<file path="config.mk">
export PLATFORM = sky130hd
export DESIGN_NAME = base64_stream_encoder
export DESIGN_NICKNAME = d
export VERILOG_FILES = /design/src/rtl/b64e_pkg.sv /design/src/rtl/b64e_front.sv /design/src/rtl/b64e_queue.sv /design/src/rtl/b64e_back.sv /design/src/rtl/base64_stream_encoder.sv
export SDC_FILE = /design/constraint.sdc
export NUM_CORES = 1
export LEC_CHECK = 0
export CAP_MARGIN = 25
export CELL_PAD_IN_SITES_DETAIL_PLACEMENT = 1
export CELL_PAD_IN_SITES_GLOBAL_PLACEMENT = 1
export CORE_AREA = 3 3 109 111
export CTS_CLUSTER_SIZE = 24
export DETAILED_ROUTE_END_ITERATION = 7
export DIE_AREA = 0 0 112 114
export DONT_BUFFER_PORTS = 1
export PLACE_DENSITY_LB_ADDON = 0.25
export SLEW_MARGIN = 5
export SYNTH_ARGS = -nofsm -noshare
export SYNTH_HDL_FRONTEND = slang
export SYNTH_SLANG_ARGS = --single-unit
</file>
<file path="constraint.sdc">
create_clock -name clk -period 9.4 [get_ports clk]
set_clock_uncertainty 0.15 [all_clocks]
set_input_delay 1.88 -clock clk [delete_from_list [all_inputs] [get_ports clk]]
set_output_delay 1.88 -clock clk [all_outputs]
set_load 0.03 [all_outputs]
</file>
<file path="src/rtl/b64e_pkg.sv">
// Shared types, constants and the sextet-to-character function of the base64 encoder.
// No dependencies; every other file of the block refers to it by scoped names.
`timescale 1ns / 1ps

package b64e_pkg;

  // Config reset value and queue sizing
  localparam logic [7:0] GROUPS_PER_LINE_RST = 8'd16;
  localparam int         QUEUE_DEPTH         = 2;

  // Character codes
  localparam logic [7:0] CHAR_UPPER_A = 8'd65;
  localparam logic [7:0] CHAR_LOWER_OFS = 8'd71;   // 'a' minus 26
  localparam logic [7:0] CHAR_DIGIT_OFS = 8'd4;    // 52 minus '0'
  localparam logic [7:0] CHAR_PLUS    = 8'd43;
  localparam logic [7:0] CHAR_SLASH   = 8'd47;
  localparam logic [7:0] CHAR_PAD     = 8'd61;
  localparam logic [7:0] CHAR_FEED    = 8'd10;

  // Character slots within one group
  localparam logic [2:0] SLOT_FIRST  = 3'd0;
  localparam logic [2:0] SLOT_SECOND = 3'd1;
  localparam logic [2:0] SLOT_THIRD  = 3'd2;
  localparam logic [2:0] SLOT_FOURTH = 3'd3;
  localparam logic [2:0] SLOT_FEED   = 3'd4;

  // Byte counts of a group
  localparam logic [1:0] COUNT_ONE   = 2'd1;
  localparam logic [1:0] COUNT_TWO   = 2'd2;
  localparam logic [1:0] COUNT_THREE = 2'd3;

  // One classified group handed from front to back
  typedef struct packed {
    logic [23:0] bytes;   // first byte in 23:16, zero-filled when short
    logic [1:0]  count;   // bytes present, 1 to 3
    logic        feed;    // line feed follows the group
  } group_t;

  // Map a sextet onto the standard alphabet
  function automatic logic [7:0] sextet_char(input logic [5:0] s);
    logic [7:0] s8;
    s8 = {2'b00, s};
    if (s < 6'd26) begin
      sextet_char = CHAR_UPPER_A + s8;
    end else if (s < 6'd52) begin
      sextet_char = CHAR_LOWER_OFS + s8;
    end else if (s < 6'd62) begin
      sextet_char = s8 - CHAR_DIGIT_OFS;
    end else if (s == 6'd62) begin
      sextet_char = CHAR_PLUS;
    end else begin
      sextet_char = CHAR_SLASH;
    end
  endfunction

endpackage

</file>
<file path="src/rtl/b64e_front.sv">
// Front end: accepts bytes, holds pending bytes, forms groups and decides line feeds.
// Depends on b64e_pkg for group_t, the byte counts and the config reset value.
`timescale 1ns / 1ps

module b64e_front (
  input  logic                clk,
  input  logic                rst_n,
  input  logic                cfg_we,
  input  logic [7:0]          cfg_wdata,
  input  logic                in_tvalid,
  output logic                in_tready,
  input  logic [7:0]          in_tdata,
  input  logic                in_tlast,
  input  logic                q_full,
  output logic                q_push,
  output b64e_pkg::group_t    q_data
);

  localparam logic [1:0] POS_NONE = 2'd0;
  localparam logic [1:0] POS_ONE  = 2'd1;
  localparam logic [1:0] POS_TWO  = 2'd2;

  logic [7:0] gpl_r;
  logic [1:0] pos_r, pos_nxt;
  logic [7:0] h0_r, h0_nxt;
  logic [7:0] h1_r, h1_nxt;
  logic [7:0] gcnt_r, gcnt_nxt;
  logic [7:0] gcnt_inc;
  logic       in_fire;
  logic       emit;
  logic       feed;

  assign in_tready = !q_full;
  assign in_fire   = in_tvalid && in_tready;
  assign gcnt_inc  = gcnt_r + 8'd1;

  // Classify the byte: hold it or close a group
  always_comb begin
    pos_nxt      = pos_r;
    h0_nxt       = h0_r;
    h1_nxt       = h1_r;
    gcnt_nxt     = gcnt_r;
    emit         = 1'b0;
    feed         = 1'b0;
    q_data.bytes = 24'd0;
    q_data.count = b64e_pkg::COUNT_THREE;
    case (pos_r)
      POS_NONE: begin
        if (in_tlast) begin
          emit         = 1'b1;
          q_data.bytes = {in_tdata, 16'd0};
          q_data.count = b64e_pkg::COUNT_ONE;
        end else begin
          h0_nxt  = in_tdata;
          pos_nxt = POS_ONE;
        end
      end
      POS_ONE: begin
        if (in_tlast) begin
          emit         = 1'b1;
          q_data.bytes = {h0_r, in_tdata, 8'd0};
          q_data.count = b64e_pkg::COUNT_TWO;
        end else begin
          h1_nxt  = in_tdata;
          pos_nxt = POS_TWO;
        end
      end
      default: begin
        emit         = 1'b1;
        q_data.bytes = {h0_r, h1_r, in_tdata};
        q_data.count = b64e_pkg::COUNT_THREE;
      end
    endcase
    if (emit) begin
      feed     = in_tlast || (gcnt_inc == gpl_r);
      gcnt_nxt = feed ? 8'd0 : gcnt_inc;
      pos_nxt  = POS_NONE;
    end
    q_data.feed = feed;
  end

  assign q_push = in_fire && emit;

  // Config register and stream state
  always_ff @(posedge clk) begin
    if (!rst_n) begin
      gpl_r  <= b64e_pkg::GROUPS_PER_LINE_RST;
      pos_r  <= POS_NONE;
      gcnt_r <= 8'd0;
    end else begin
      if (cfg_we) begin
        gpl_r <= cfg_wdata;
      end
      if (in_fire) begin
        pos_r  <= pos_nxt;
        gcnt_r <= gcnt_nxt;
      end
    end
  end

  // Pending bytes
  always_ff @(posedge clk) begin
    if (in_fire) begin
      h0_r <= h0_nxt;
      h1_r <= h1_nxt;
    end
  end

endmodule

</file>
<file path="src/rtl/b64e_queue.sv">
// Short register queue of groups between the front and back ends.
// Depends on b64e_pkg for group_t.
`timescale 1ns / 1ps

module b64e_queue #(
  parameter int DEPTH = b64e_pkg::QUEUE_DEPTH
) (
  input  logic             clk,
  input  logic             rst_n,
  input  logic             push,
  input  b64e_pkg::group_t push_data,
  output logic             full,
  input  logic             pop,
  output b64e_pkg::group_t head,
  output logic             empty
);

  localparam int AW = (DEPTH > 1) ? $clog2(DEPTH) : 1;
  localparam int CW = $clog2(DEPTH + 1);

  b64e_pkg::group_t slots_r [DEPTH];
  logic [AW-1:0] wr_ptr_r;
  logic [AW-1:0] rd_ptr_r;
  logic [CW-1:0] cnt_r;
  logic          do_push;
  logic          do_pop;

  assign full    = (cnt_r == CW'(DEPTH));
  assign empty   = (cnt_r == '0);
  assign do_push = push && !full;
  assign do_pop  = pop && !empty;
  assign head    = slots_r[rd_ptr_r];

  // Advance pointers and fill count
  always_ff @(posedge clk) begin
    if (!rst_n) begin
      wr_ptr_r <= '0;
      rd_ptr_r <= '0;
      cnt_r    <= '0;
    end else begin
      if (do_push) begin
        wr_ptr_r <= (wr_ptr_r == AW'(DEPTH - 1)) ? '0 : wr_ptr_r + AW'(1);
      end
      if (do_pop) begin
        rd_ptr_r <= (rd_ptr_r == AW'(DEPTH - 1)) ? '0 : rd_ptr_r + AW'(1);
      end
      if (do_push && !do_pop) begin
        cnt_r <= cnt_r + CW'(1);
      end else if (do_pop && !do_push) begin
        cnt_r <= cnt_r - CW'(1);
      end
    end
  end

  // Store the pushed group
  always_ff @(posedge clk) begin
    if (do_push) begin
      slots_r[wr_ptr_r] <= push_data;
    end
  end

endmodule

</file>
<file path="src/rtl/b64e_back.sv">
// Back end: serializes each group into characters, pads and line feed, one per cycle while out_tready is high.
// Depends on b64e_pkg for group_t, slot codes and the alphabet function.
`timescale 1ns / 1ps

module b64e_back (
  input  logic             clk,
  input  logic             rst_n,
  input  logic             q_empty,
  input  b64e_pkg::group_t q_head,
  output logic             q_pop,
  output logic             out_tvalid,
  input  logic             out_tready,
  output logic [7:0]       out_tdata,
  output logic             out_tlast
);

  b64e_pkg::group_t cur_r;
  logic       cur_valid_r, cur_valid_nxt;
  logic [2:0] slot_r, slot_nxt;
  logic       out_valid_r;
  logic [7:0] out_char_r;
  logic       out_last_r;
  logic       adv;
  logic       slot_last;
  logic [5:0] sextet;
  logic [7:0] char_sel;

  assign out_tvalid = out_valid_r;
  assign out_tdata  = out_char_r;
  assign out_tlast  = out_last_r;

  // Output register is free when empty or being taken
  assign adv = cur_valid_r && (!out_valid_r || out_tready);

  // Pick the character of the current slot
  always_comb begin
    case (slot_r)
      b64e_pkg::SLOT_FIRST:  sextet = cur_r.bytes[23:18];
      b64e_pkg::SLOT_SECOND: sextet = cur_r.bytes[17:12];
      b64e_pkg::SLOT_THIRD:  sextet = cur_r.bytes[11:6];
      default:               sextet = cur_r.bytes[5:0];
    endcase
    char_sel  = b64e_pkg::sextet_char(sextet);
    slot_last = 1'b0;
    case (slot_r)
      b64e_pkg::SLOT_THIRD: begin
        if (cur_r.count == b64e_pkg::COUNT_ONE) begin
          char_sel = b64e_pkg::CHAR_PAD;
        end
      end
      b64e_pkg::SLOT_FOURTH: begin
        if (cur_r.count != b64e_pkg::COUNT_THREE) begin
          char_sel = b64e_pkg::CHAR_PAD;
        end
        slot_last = !cur_r.feed;
      end
      b64e_pkg::SLOT_FEED: begin
        char_sel  = b64e_pkg::CHAR_FEED;
        slot_last = 1'b1;
      end
      default: begin
      end
    endcase
  end

  // Take the next group when idle or finishing this one
  assign q_pop = !q_empty && (!cur_valid_r || (adv && slot_last));

  always_comb begin
    cur_valid_nxt = cur_valid_r;
    slot_nxt      = slot_r;
    if (adv) begin
      slot_nxt = slot_r + 3'd1;
      if (slot_last) begin
        cur_valid_nxt = 1'b0;
      end
    end
    if (q_pop) begin
      cur_valid_nxt = 1'b1;
      slot_nxt      = b64e_pkg::SLOT_FIRST;
    end
  end

  // Control state
  always_ff @(posedge clk) begin
    if (!rst_n) begin
      cur_valid_r <= 1'b0;
      slot_r      <= b64e_pkg::SLOT_FIRST;
      out_valid_r <= 1'b0;
    end else begin
      cur_valid_r <= cur_valid_nxt;
      slot_r      <= slot_nxt;
      if (adv) begin
        out_valid_r <= 1'b1;
      end else if (out_tready) begin
        out_valid_r <= 1'b0;
      end
    end
  end

  // Payload registers
  always_ff @(posedge clk) begin
    if (q_pop) begin
      cur_r <= q_head;
    end
    if (adv) begin
      out_char_r <= char_sel;
      out_last_r <= slot_last;
    end
  end

endmodule

</file>
<file path="src/rtl/base64_stream_encoder.sv">
// Top level of the streaming base64 encoder: front end, group queue and back end.
// Depends on b64e_pkg, b64e_front, b64e_queue and b64e_back.
`timescale 1ns / 1ps

// Usage
//   Input stream in_*: one raw byte per item in in_tdata, in_tlast marks the
//   last byte of a stream. Output stream out_*: one ASCII character per item
//   (alphabet, '=' pad or line feed), out_tlast on the last character of
//   every group. cfg_we/cfg_wdata write groups_per_line; write it only
//   while the block is idle.
//   Every third byte, or a byte flagged last, closes a group of four
//   characters plus an optional line feed. The front end takes one byte per
//   cycle while the group queue has room; the back end sends one character
//   per cycle while out_tready is high, so the sustained input rate is set
//   by that serializer. The first character of a group passes through the
//   queue slot, the back end's group register and the output register.
//   A stall on out_tready holds the output register; the queue then fills
//   and in_tready drops once QUEUE_DEPTH groups are waiting.
//   Reset (rst_n low, synchronous) empties the queue, drops pending bytes,
//   clears the group count and sets groups_per_line to 16.

module base64_stream_encoder #(
  parameter int QUEUE_DEPTH = b64e_pkg::QUEUE_DEPTH
) (
  input  logic       clk,
  input  logic       rst_n,
  input  logic       cfg_we,
  input  logic [7:0] cfg_wdata,    // groups_per_line
  input  logic       in_tvalid,
  output logic       in_tready,
  input  logic [7:0] in_tdata,     // data_byte
  input  logic       in_tlast,     // end_of_stream
  output logic       out_tvalid,
  input  logic       out_tready,
  output logic [7:0] out_tdata,    // out_char
  output logic       out_tlast     // last_of_run
);

  b64e_pkg::group_t push_data;
  b64e_pkg::group_t head;
  logic             push;
  logic             full;
  logic             pop;
  logic             empty;

  b64e_front u_front (
    .clk       (clk),
    .rst_n     (rst_n),
    .cfg_we    (cfg_we),
    .cfg_wdata (cfg_wdata),
    .in_tvalid (in_tvalid),
    .in_tready (in_tready),
    .in_tdata  (in_tdata),
    .in_tlast  (in_tlast),
    .q_full    (full),
    .q_push    (push),
    .q_data    (push_data)
  );

  b64e_queue #(
    .DEPTH (QUEUE_DEPTH)
  ) u_queue (
    .clk       (clk),
    .rst_n     (rst_n),
    .push      (push),
    .push_data (push_data),
    .full      (full),
    .pop       (pop),
    .head      (head),
    .empty     (empty)
  );

  b64e_back u_back (
    .clk        (clk),
    .rst_n      (rst_n),
    .q_empty    (empty),
    .q_head     (head),
    .q_pop      (pop),
    .out_tvalid (out_tvalid),
    .out_tready (out_tready),
    .out_tdata  (out_tdata),
    .out_tlast  (out_tlast)
  );

endmodule
</file>
## After elaboration in Yosys (flattened, before gate mapping)

Memories as Yosys holds them, arrays and structs flattened. A register that Yosys moved wholly into a read port is not among the register bits.
Index checks and enable logic that the tools add are counted.

| word-level totals | value |
|---|---|
| memory bits (read-only) | 0 |
| memories kept | 1 |
| register bits | 52 |
| bits in latches | 0 |
| RAM bits | 54 |

Memory list:

| name | depth | width | rd ports | clocked after Yosys merged registers in | write ports | RTL line | source |
|---|---|---|---|---|---|---|---|
| u_queue.slots_r | 2 | 27 | 1 | 1 | 1 | b64e_queue.sv:21 | `b64e_pkg::group_t slots_r [DEPTH];` |

| operators by class | value |
|---|---|
| shift operators | 0 |
| reduce and logical (&&, ||, !) cells | 34 |
| mux-type cells | 31 |
| add/subtract/negate cells | 9 |
| eq/ne operators | 12 |
| multipliers | 0 |
| bitwise logic cells | 2 |
| div/mod/pow operators | 0 |
| order comparisons | 3 |

Operators with widths:

| kind | count |
|---|---|
| $mux 26 | 2 |
| $pmux 26 s2 | 1 |
| $mux 8 | 6 |
| $pmux 8 s3 | 1 |
| $pmux 6 s3 | 1 |
| $add 7x6->8 const A | 2 |
| $lt 6x6->1 const B | 2 |
| $mux 1 | 12 |
| $mux 2 | 5 |
| $logic_and 1x1->1 | 9 |
| $add 8x1->8 const B | 1 |
| $eq 8x8->1 | 1 |
| $reduce_bool 2->1 | 4 |
| $logic_not 1->1 | 7 |
| $sub 6x3->7 const B | 1 |
| $eq 3x2->1 const B | 2 |
| $eq 6x6->1 const B | 1 |
| $lt 6x5->1 const B | 1 |
| $ne 3x2->1 const B | 2 |
| $reduce_and 3->1 | 2 |
| $eq 2x1->1 const B | 2 |
| $logic_not 2->1 | 2 |
| $pmux 2 s2 | 1 |
| $reduce_and 2->1 | 2 |
| 16 further kinds | 21 |

## Longest topological paths before layout

| logic depth | value |
|---|---|
| depth in word-level cells | 10 |
| depth in mapped cells | 13 |
| gate-level depth less buffers | 12 |

## Hierarchy

Synthesis repeated with hierarchy kept, for this count alone.

| unflattened totals | value |
|---|---|
| cell total of the unflattened synthesis | 455 |
| area total of the unflattened synthesis | 6,115.9 sq um |

Modules (own cells, without submodules):

| module | area an instance (sq um) | sequential area each (sq um) | cells each | instances |
|---|---|---|---|---|
| b64e_queue | 2,179.6 | 1,721.7 | 109 | 1 |
| b64e_back | 2,006.9 | 1,181.1 | 157 | 1 |
| b64e_front | 1,929.4 | 840.8 | 189 | 1 |

## Worst setup path before layout

OpenSTA, ideal clock, no wires.

| timing path | value |
|---|---|
| path type | input to register |
| start point | input in_tlast |
| end point | memory u_queue.slots_r[0][0] (netlist name), enable pin |
| setup time | 412 ps |
| slack | 4,933 ps |
| stages on the path | 5 |
| data required time | 8,838 ps |
| arrival | 3,904 ps |
| buffers on the path | 2 |
| cell sequence | clkbuf_1 -> nor2_1 -> or2_2 -> clkbuf_1 -> nor2_1 |

| between the ends | value |
|---|---|
| cells in the longest elaborated chain, start to end | 6 |

RTL lines:

| element | RTL line | source |
|---|---|---|
| from (decl) | base64_stream_encoder.sv:32 | `input logic in_tlast,` |
| $mux 1 | b64e_front.sv:49, b64e_front.sv:59 |  |
| $mux 1 | -- |  |
| $logic_and 1x1->1 | b64e_front.sv:82 | `assign q_push = in_fire && emit;` |
| $logic_and 1x1->1 | b64e_queue.sv:30 | `assign do_push = push && !full;` |
| $mux 1 | b64e_queue.sv:57 | `if (do_push) begin` |
| $mux 1 (not written as such) | b64e_queue.sv:58 | `slots_r[wr_ptr_r] <= push_data;` |
| to (decl) | b64e_queue.sv:21 |  |

Every way passes these cells.

## Worst setup path after layout

| timing path | value |
|---|---|
| start point | register u_queue.cnt_r[0] |
| end point | output in_tready |

| between the ends | value |
|---|---|
| cells in the longest elaborated chain, start to end | 2 |

RTL lines:

| element | RTL line | source |
|---|---|---|
| from (decl) | b64e_queue.sv:24 | `logic [CW-1:0] cnt_r;` |
| from (signal assigned) | b64e_queue.sv:48 | `cnt_r <= cnt_r + CW'(1);` |
| from (signal assigned) | b64e_queue.sv:50 | `cnt_r <= cnt_r - CW'(1);` |
| $eq 2x2->1 | b64e_queue.sv:28 | `assign full = (cnt_r == CW'(DEPTH));` |
| $logic_not 1->1 | b64e_front.sv:33 | `assign in_tready = !q_full;` |
| to (decl) | base64_stream_encoder.sv:30 | `output logic in_tready,` |

Every way passes these cells.

==> qor.yml <==
clock_tree:
  cts.path.max_buffers: 2
  htree_levels: 4
  cts_tree: "built"
  clk_latency_ps: 520
  clk_pin_slew_worst_paths_ps: 60
  numCtsBuffers: 17
  cts_hold_buf: 0
  cts-root-buf: "clkbuf_8"
  postCtsSetupBuffers: 0
  ctsResizeCount: 0
  cts_sinks: 133
run_status:
  status: "finished, final reports clean"
floorplan:
  die_area_um2: 12800
  rows: 38
  die_h_um: 114
  die_x_um: 112
  start_util_pct: 56.4
  core_area_um2: 10900
  io_pins: 33
finish:
  utilization_pct: 62.9
  final_layout_size_suffix_gt1_share_pct: 17.1
  fillers: 1042
  diodes: 0
  nets: 505
  area_delta_synth_final_pct: 11.5
place:
  dp_worst_setup_slack_ps: 5530
  place_congestion: 0.823
  io_buffers: 0
  dp_hpwl_mm: 9.59
worst_setup_path:
  critPathSlowestCell: "nand2b_1"
  cp_slowest_stage_delay_ps: 490
  end_kind: "output port"
  critical_path.top_delay_family: "simple AND/OR/NAND/NOR gates"
  arrival_ps: 1450
  cp.required_ps: 7370
  path_max_fanout: 5
  startpoint_type: "flip-flop"
  path_cells: "nand2b_1"
  crit_type: "reg2out"
  worst-path-buf-inv: 0
routing:
  wire_per_inst_um: 22.7
  num_vias: 3905
  antenna_left: 0
  routed_wl_mm: 14.2
  via_per_inst: 6.25
  drt_iter0_drc: 304
  drtPass1Iterations: 5
  drcViolationCount: 0
yosys:
  syn_area_per_cell_um2: 13.0
  synth_seq_cells: 133
  synth_top_area_cell: "edfxtp_1"
  synth.distinct_cells: 72
  syn_area_um2: 6140
  syn-instance-count: 471
  synth_area_leaders: "edfxtp_1 52%, dfxtp_1 8.8%, mux2_2 5.0%, a22o_1 3.4%, ha_1 2.2%"
  synth_top_area_share_pct: 51.9
  yosys_warnings: 0
  synth.most_common_cell: "edfxtp_1"
  synth-seq-area-share_pct: 60.7
  async_flop_share_pct: 0
  syn-num-nets: 504
  synth_flop_cell: "edfxtp_1"
  synth_common_cells: "106 x edfxtp_1, 27 x dfxtp_1, 27 x mux2_2"
  synth_edf_count: 106
global_route:
  grt_pass1_wl_mm: 22.6
  grt_max_degree: 32
  grt_pass1_vias: 4090
  antenna_found_initial: 0
  grtUsageTotal_pct: 23.2
  overflow: 0
sta:
  setup-violations-final: 0
  hold_violations: 0
  slew_violations: 0
  min_period_ps: 3480
  post-route-period-util_pct: 37.0
  worst-slew-pin-transition_ps: 847
  tns_ps: 0
  fmax_mhz: 288
  rsz0062_at_grt: "false"
  fin_ws_ps: 5920
  holdWs_ps: 374
  slew_headroom_pct: 43.5
job:
  drv_cap: 0
pwr:
  p_leak_nw: 2.41
  fin_total_pwr_mw: 2.38
  max-vdd-ir-drop_mv: 0.212
  cellPowerDensity_nw_per_um2: 348
worst_hold_path:
  hold_path.class: "reg2reg"
==> sequential cells by signal (all words and copies together), names as in the netlist <==
| register | cells |
|---|---|
| u_queue.rd_ptr_r | 1 |
| u_front.pos_r | 2 |
| u_back.slot_r | 3 |
| u_queue.cnt_r | 2 |
| u_front.h0_r | 8 |
| u_queue.wr_ptr_r | 1 |
| u_front.gpl_r | 8 |
| u_queue.slots_r | 54 |
| u_back.out_tvalid | 1 |
| u_front.gcnt_r | 8 |
| u_back.cur_valid_r | 1 |
| u_back.out_tlast | 1 |
| u_back.cur_r | 27 |
| u_back.out_tdata | 8 |
| u_front.h1_r | 8 |
==> cells in the final DEF (no fill, tap or decap), drive strengths merged, types with 4 or more instances in the layout <==
cell	n
a22o	24
o21ai	9
a21oi	20
clkbuf	17
o21a	5
a211oi	4
and3	5
edfxtp	106
nor3	8
dfxtp	27
a222oi	5
mux2	27
o22ai	6
a31oi	5
ha	11
buf	6
nand2	22
xnor2	8
and2	14
nand3b	5
nor2b	14
nand3	7
inv	24
mux2i	10
a21boi	4
nand4	5
or3	4
nor2	25
==> stage by stage <==
stage          instances  area [um^2]
2_1_floorplan        471         6140
3_3_place_gp         590         6210
3_5_place_dp         591         6230
4_1_cts              623         6810
5_1_grt              625         6840
6_report             625         6840
==> where the power goes <==
part	total (mW)	leakage, nW	internal (mW)	switching [mW]
Sequential	0.905	1.21	0.800	0.105
Combinational	0.834	0.925	0.326	0.508
Clock	0.645	0.276	0.384	0.262
Total	2.38	2.41	1.51	0.875
==> per-layer routing <==
metal / routed length, um / vias to the layer above / share of wire, % / global-route usage [%]
li1: - / 1821 / - / -
met3: 457 / 36 / 3.2 / 5.09
met4: 443 / 0 / 3.1 / 10.5
met2: 7170 / 110 / 50 / 39.3
met5: 0 / - / 0 / 0
met1: 6140 / 1938 / 43 / 28.7
==> cell families (layout without fill, tap and decap cells) <==
kind of cell               Yosys count  after routing  share of synthesized area (%)
DFF                                133            133                           60.7
and+or+nand+nor                    122            122                           10.8
AOI/OAI and AO/OA                  113            113                           14.4
buffers and inverters               41             55                           3.10
muxes                               37             37                           6.59
adders and majority gates           12             12                           2.41
xor gates and xnor gates            12             12                           1.94
other                                1              1                         0.0611
==> cell type report <==
cell class              count  area [um^2]  area share [%]
flip-flops and latches    133         3720            54.4
multi-input cells         297         2230            32.5
clock buffers              17          414            6.05
well taps                 140          175            2.56
clock inverters            15          168            2.45
repair buffers              6         72.6            1.06
inverters                  17         63.8           0.932
==> worst paths after layout <==
| kind | from | endpoint | slack [ps] | cells after the start |
|---|---|---|---|---|
| setup / recovery | u_queue.cnt_r[0] | in_tready | 5920 | 1 |
| hold / removal | u_front.gpl_r[4] | u_front.gpl_r[4] | 370 | 2 |
| setup reg to reg | u_back.slot_r[0] | u_back.out_tdata[4] | 5950 | 10 |
| hold reg to reg | u_front.gpl_r[4] | u_front.gpl_r[4] | 370 | 2 |
==> tightest hold or removal path: stages, from the launching register on <==
cell	delay, ps
dfxtp_1	360
mux2i_1	80
nand2_1	60
(Power assumes the default switching activity.)
